File: config.mk
export PLATFORM = sky130hd
export DESIGN_NAME = bfer_ctrl
export DESIGN_NICKNAME = d
export VERILOG_FILES = /design/src/rtl/bfer_pkg.sv /design/src/rtl/bfer_ctrl.sv
export SDC_FILE = /design/constraint.sdc
export NUM_CORES = 1
export LEC_CHECK = 0
export BUFFER_PORTS_ARGS = -buffer_cell sky130_fd_sc_hd__buf_2
export CORE_AREA = 2 2 39 41
export CTS_CLUSTER_SIZE = 30
export DETAILED_ROUTE_END_ITERATION = 8
export DIE_AREA = 0 0 41 43
export SYNTH_ARGS = -nofsm -noshare
export SYNTH_HDL_FRONTEND = slang
export SYNTH_SLANG_ARGS = --single-unit
File: constraint.sdc
create_clock -name clock -period 2.1 [get_ports clock]
set_input_delay 0.21 -clock clock [delete_from_list [all_inputs] [get_ports clock]]
set_output_delay 0.21 -clock clock [all_outputs]
set_load 0.05 [all_outputs]
File: src/rtl/bfer_pkg.sv
`default_nettype none
// ----------------------------------------------------------------------------
// bfer_pkg
// Shared constants and controller/datapath interface types for the
// Bellman-Ford edge relaxation engine.
// ----------------------------------------------------------------------------
package bfer_pkg;

   // Default configuration
   localparam int DEFAULT_NODE_COUNT = 1024;
   localparam int DEFAULT_DIST_WIDTH = 32;

   // Fixed field widths
   localparam int ACTION_W   = 2;
   localparam int NODE_W     = 10;
   localparam int WEIGHT_W   = 16;
   localparam int DIST_OUT_W = 32;
   localparam int CHECKSUM_W = 64;

   // Action codes (code 3 behaves as a read)
   localparam logic [ACTION_W-1:0] ACT_RELAX   = 2'd0;
   localparam logic [ACTION_W-1:0] ACT_RESTART = 2'd1;
   localparam logic [ACTION_W-1:0] ACT_READ    = 2'd2;

   // Controller to datapath commands
   typedef struct packed {
      logic clear_init;    // rewind clear pointer, zero checksum
      logic clear_step;    // write one table entry to its reset value
      logic capture;       // latch request, issue both table reads
      logic exec;          // relax/read, write back, load response
      logic load_restart;  // load the response of a restart transaction
   } bfer_cmd_type;

   // Datapath to controller status
   typedef struct packed {
      logic clear_done;    // clear pointer is on the last entry
      logic is_restart;    // captured transaction is a restart
   } bfer_status_type;

endpackage
`default_nettype wire

File: src/rtl/bfer_ctrl.sv
`default_nettype none
// ----------------------------------------------------------------------------
// bfer_ctrl
// Sequencer for the relaxation engine: clearing pass, capture, execute, and
// the response valid flag.
// ----------------------------------------------------------------------------
module bfer_ctrl (
   input  wire                      clock,
   input  wire                      reset,
   input  wire                      req_valid,
   output logic                     req_ready,
   output logic                     rsp_valid,
   input  wire                      rsp_ready,
   output bfer_pkg::bfer_cmd_type   cmd,
   input  wire bfer_pkg::bfer_status_type status
);

   typedef enum logic [1:0] {
      ST_CLEAR,
      ST_IDLE,
      ST_EXEC
   } state_type;

   state_type state_ff, state_in;
   logic      rsp_valid_ff, rsp_valid_in;
   logic      pending_ff, pending_in;   // restart waiting for its response
   logic      accept;

   assign req_ready = (state_ff == ST_IDLE) && (!rsp_valid_ff || rsp_ready);
   assign accept    = req_valid && req_ready;
   assign rsp_valid = rsp_valid_ff;

   always_comb begin
      state_in     = state_ff;
      pending_in   = pending_ff;
      rsp_valid_in = rsp_valid_ff && !rsp_ready;
      cmd          = '0;
      case (state_ff)
         ST_CLEAR: begin
            cmd.clear_step = 1'b1;
            if (status.clear_done) begin
               state_in = ST_IDLE;
               if (pending_ff) begin
                  cmd.load_restart = 1'b1;
                  rsp_valid_in     = 1'b1;
                  pending_in       = 1'b0;
               end
            end
         end
         ST_IDLE: begin
            if (accept) begin
               cmd.capture = 1'b1;
               state_in    = ST_EXEC;
            end
         end
         ST_EXEC: begin
            if (status.is_restart) begin
               cmd.clear_init = 1'b1;
               pending_in     = 1'b1;
               state_in       = ST_CLEAR;
            end else begin
               cmd.exec     = 1'b1;
               rsp_valid_in = 1'b1;
               state_in     = ST_IDLE;
            end
         end
         default: begin
            state_in = ST_CLEAR;
         end
      endcase
   end

   always_ff @(posedge clock) begin
      if (reset) begin
         state_ff     <= ST_CLEAR;
         rsp_valid_ff <= 1'b0;
         pending_ff   <= 1'b0;
      end else begin
         state_ff     <= state_in;
         rsp_valid_ff <= rsp_valid_in;
         pending_ff   <= pending_in;
      end
   end

endmodule
`default_nettype wire

==> metrics.txt, run 1 <==
status=complete, no violations; R2R cell count=3; Post-synth EDFFs=0; Fill cells=160; Req. time, crit path=1890 ps; CTS H-tree depth=1; P&R area growth vs syn=52.6%; Synthesized Nets=28; post-layout util=21.5%; top cells by area, synth=dfxtp_1 41%, nand2b_4 7.1%, nor2_1 5.8%; Gate Count Post-Synth=22; CP startpoint kind=register; Max Cap Viol=0; Port Buffers=12; initial antenna violation count=0; share of layout cells above drive strength 1=43.2%; cell with the most instances after synthesis=dfxtp_1; core area=1380 µm²; Rows=14; Stages on worst setup path=4; worst hold-check slack=180 ps; diode count=0; Max Slew Vio Count=0; met2 routed WL=161 µm; Final min period=1440 ps; worst skew pair latency=240 ps; I/O pin cnt=13; chip width=41 µm; clock share of power=41.8%; initial core utilization=14.1%; first-pass GRT wire length=676 µm; largest net degree at the start of global routing=7; vias=212; Met1 Wirelength=208 µm; Max stage delay cell, worst path=dfxtp_1; crit path DAT=1230 ps; Power Dens Cells=771 nW/µm²; hold path cells=2; register area=80.1 µm²; first-pass iteration count of the detailed router=2; Fin Setup TNS=0 ps; combinational share of power=21.9%; Setup WS pre-CTS=900 ps; routed len/inst=8.57 µm; Final ANT Viol Nets=0; Synth top cells by count=4 x dfxtp_1, 3 x nor2_1, 2 x inv_1; Worst Clk Skew=3.92 ps; Largest delay share family, worst path=flip-flops; Internal Power=0.000159 W; sw frac=30.7%; die height=43 µm; number of global-route vias before repair=176; RSZ-0062 raised after global routing=no; max layer used=met3; VDD IR max=260 µV; multi-input logic area=108 µm²; Pleak=0.166 nW; Final Net Count=45; DRC=0; Critical Path Sink Type=output port; GPL Wtd Cong=0.716; Synth cell types=16; CTS clock-pin slew for the worst setup and hold paths=40 ps; Most used DFF post-synth=dfxtp_1; Routed WL=454 µm; Die ar.=1760 µm²; critical setup path kind=reg2out; worst stage delay on the critical path=400 ps; crit path cell chain=nor2b_1, nand2b_1, inv_1, buf_2; post-CTS setup buffer count=0; Clock Sinks=4; GR Overflow Total=0; final worst slack=655 ps; # hold bufs at CTS=0; post-synth top area share=41.0%; Slew headroom=83.4%; Root Buffer=clkbuf_4; Post-synth ARST share=0%; Hold Violations, Final=0; GRT Total Usage=6.63%; WP buf/inv=2; Tcrit/Tclk final=68.8%; drt first-iter violations=3; Worst Path Max Fanout=6; cell taking the most area after synthesis=dfxtp_1; FMAX=692 MHz; routed wl met3=84 µm; Synth Register Bits=4; sequential area share after synthesis=41.0%; Design Power=0.000230 W; Clock Tree Buf Depth=2; Worst Hold Class=in2reg; Mean Syn Cell Area=8.87 µm²; CTS tree=built; Yosys Warn Count=0; sequential share of power=36.3%; actual slew at the worst max-slew pin=251 ps; Mapped Area=195 µm²; Num CTS Buffers=3; NetSw=0.0000706 W; Final setup viols=0; vias per inst=4.00; post_cts resized=0
## state kept, by name, indices dropped and copies added (netlist names)
name,cells
rsp_valid,1
pending_ff,1
state_ff,2
## cell families (layout without fill, tap and decap cells)
group | Yosys count | count (layout) | synth area share, %
buffers and inverters | 2 | 17 | 3.85
AND/OR/NAND/NOR | 11 | 11 | 35.3
flip-flops | 4 | 4 | 41.0
AO/OA/AOI/OAI | 5 | 5 | 19.9
## power groups by stage
stage | clock [W] | combinational [W] | sequential [W]
4_1_cts | 0.000101 | 0.0000505 | 0.0000833
2_1_floorplan | 0 | 0.0000352 | 0.0000852
5_1_grt | 0.000109 | 0.0000533 | 0.0000837
3_3_place_gp | 0 | 0.0000508 | 0.0000843
3_5_place_dp | 0 | 0.0000504 | 0.0000845
6_report | 0.0000961 | 0.0000503 | 0.0000833
## cell usage in the layout, fill, tap and decap left out, drive strengths merged, types with 2 or more instances in the layout
cell type  count
nor2           3
dfxtp          4
inv            2
nand2b         2
buf           12
clkbuf         3
## per-layer routing
metal	global-route usage [%]	up-vias
li1	-	109
met1	6.75	90
met2	7.50	13
met3	9.42	0
met4	2.00	0
met5	0	-
## metrics by stage
step | instances | cell area (µm²)
after global routing | 53 | 298
after global placement | 50 | 275
after detailed placement | 50 | 275
after CTS | 53 | 298
final | 53 | 298
after floorplan | 22 | 195
## final cells by class
class                   instances  share of cell area (%)
clock buffers                   3                    7.56
inverters                       2                    2.52
multi-input cells              16                    36.1
flip-flops and latches          4                    26.9
well taps                      16                    6.72
repair buffers                 12                    20.2
## path summary, 6_finish.rpt
check / start / to / slack [ps]
max: state_ff[1] / cmd[1] / 660
min: reset / rsp_valid / 180
max reg2reg: rsp_valid / state_ff[0] / 1130
min reg2reg: pending_ff / rsp_valid / 510
(Power assumes the default switching activity.)
==> inputs of run 2 (changes only) <==
ABC_AREA = 1   (was unset)
clock period = 1.5 ns   (was 2.1 ns; I/O delays follow)
==> metrics.txt, run 2 <==
status=complete, no violations; Fin Setup TNS=0 ps; Fill cells=162; crit path DAT=1260 ps; Critical Path Sink Type=output port; Final min period=1410 ps; GRT Total Usage=6.82%; Synth cell types=10; die height=43 µm; Final ANT Viol Nets=0; Worst Hold Class=in2reg; GPL Wtd Cong=0.660; R2R cell count=5; initial core utilization=14.7%; post-CTS setup buffer count=0; Post-synth EDFFs=0; first-pass iteration count of the detailed router=3; core area=1380 µm²; number of global-route vias before repair=203; placed inst area=293 µm²; Max Slew Vio Count=0; Rows=14; DP Wirelength=402 µm; cell taking the most area after synthesis=dfxtp_1; NetSw=0.000113 W; combinational share of power=26.7%; Root Buffer=clkbuf_4; post-synth top area share=39.3%; largest net degree at the start of global routing=5; CP startpoint kind=register; Clock Tree Buf Depth=2; Die ar.=1760 µm²; CTS H-tree depth=1; cell with the most instances after synthesis=inv_1; top cells by area, synth=dfxtp_1 39%, inv_1 17%, nand2_1 11%; VDD IR max=260 µV; Power Dens Cells=1080 nW/µm²; share of layout cells above drive strength 1=41.3%; actual slew at the worst max-slew pin=251 ps; fin area=315 µm²; Worst Path Max Fanout=4; Post-synth ARST share=0%; Final Net Count=54; Reg with most FFs=state_ff; # hold bufs at CTS=0; drt first-iter violations=10; diode count=0; Worst Clk Skew=3.02 ps; routed len/inst=7.63 µm; Max Cap Viol=0; Yosys Warn Count=0; sequential area share after synthesis=39.3%; sw frac=33.2%; Tcrit/Tclk final=93.7%; post-layout util=22.8%; Routed WL=473 µm; Gate Count Post-Synth=31; DRC=0; GR Overflow Total=0; post_cts resized=0; first-pass GRT wire length=696 µm; RSZ-0062 raised after global routing=no; Mean Syn Cell Area=6.58 µm²; number of flip-flops in the largest register=2; Port Buffers=12; Clock Sinks=4; CTS clock-pin slew for the worst setup and hold paths=40 ps; Internal Power=0.000227 W; hold path cells=2; worst skew pair latency=230 ps; Hold Violations, Final=0; vias=231; Most used DFF post-synth=dfxtp_1; Mapped Area=204 µm²; FMAX=711 MHz; Synth top cells by count=9 x inv_1, 6 x nand2_1, 4 x dfxtp_1, 4 x nand3_1; vias per inst=3.73; Synth Register Bits=4; commonest non-fill, non-tap cell in the layout=buf_2; chip width=41 µm; I/O pin cnt=13; initial antenna violation count=0; P&R area growth vs syn=54.6%; Synthesized Nets=37; CTS tree=built; most frequent cells in the layout=12 x buf_2, 9 x inv_1, 6 x nand2_1; Final setup viols=0; Pleak=0.197 nW; Slew headroom=83.4%; critical setup path kind=reg2out; sequential share of power=35.0%; Num CTS Buffers=3; Req. time, crit path=1350 ps; clock share of power=38.3%
[run 2: cell count changes after synthesis, moves of 2 or more]
cell     delta
inv_1       +7
nand2_1     +5
nand3_1     +3
a21oi_2     +2
[run 2: worst max-delay path, stage by stage (launching register included)]
cell and delay [ps]:
dfxtp_1 330, inv_1 60, nand2_1 110, a21oi_4 130
and2_2 140, buf_2 250
[run 2: final timing paths]
path,start,end,slack [ps]
worst max-delay path,state_ff[1],cmd[2],90
worst min register to register,pending_ff,pending_ff,460
worst max register to register,state_ff[1],state_ff[0],630
worst min-delay path,reset,pending_ff,130
[run 2: area by class of cell]
cell class	instances	area (µm²)	area share, %
Tap cell	16	20.0	6.35
Sequential cell	4	80.1	25.4
Multi-Input combinational cell	18	98.8	31.3
Inverter	9	33.8	10.7
Clock buffer	3	22.5	7.14
Timing Repair Buffer	12	60.1	19.0
[run 2: logic make-up (layout without fill, tap and decap cells)]
kind of cell / count (synthesis) / count (layout) / share of synthesized area [%]
compound gates: 3 / 3 / 11.0
buf+inv: 9 / 24 / 16.6
flops: 4 / 4 / 39.3
simple gates: 15 / 15 / 33.1
[run 2: per-stage QoR]
step	hold WS, ps	total power [W]	setup slack, ps	instances
2_1_floorplan	219	0.000189	34.3	31
3_5_place_dp	369	0.000212	339	59
5_1_grt	128	0.000364	19.3	62
4_1_cts	122	0.000350	79.8	62
3_3_place_gp	367	0.000211	350	59
6_report	129	0.000340	94.2	62
[run 2: power groups by stage]
stage	Clock, W	Sequential, W	Combinational, W
detailed placement	0	0.000120	0.0000914
CTS	0.000140	0.000119	0.0000915
global placement	0	0.000120	0.0000902
floorplan	0	0.000123	0.0000661
finish	0.000130	0.000119	0.0000908
global route	0.000148	0.000120	0.0000968
[run 2: metal layers]
metal  vias up  GRT usage [%]  share of wire [%]
li1        125              -                  -
met4         0           8.00                  0
met2         6           8.75                 50
met3         0           6.28                8.0
met5         -              0                  0
met1       100           5.13                 42
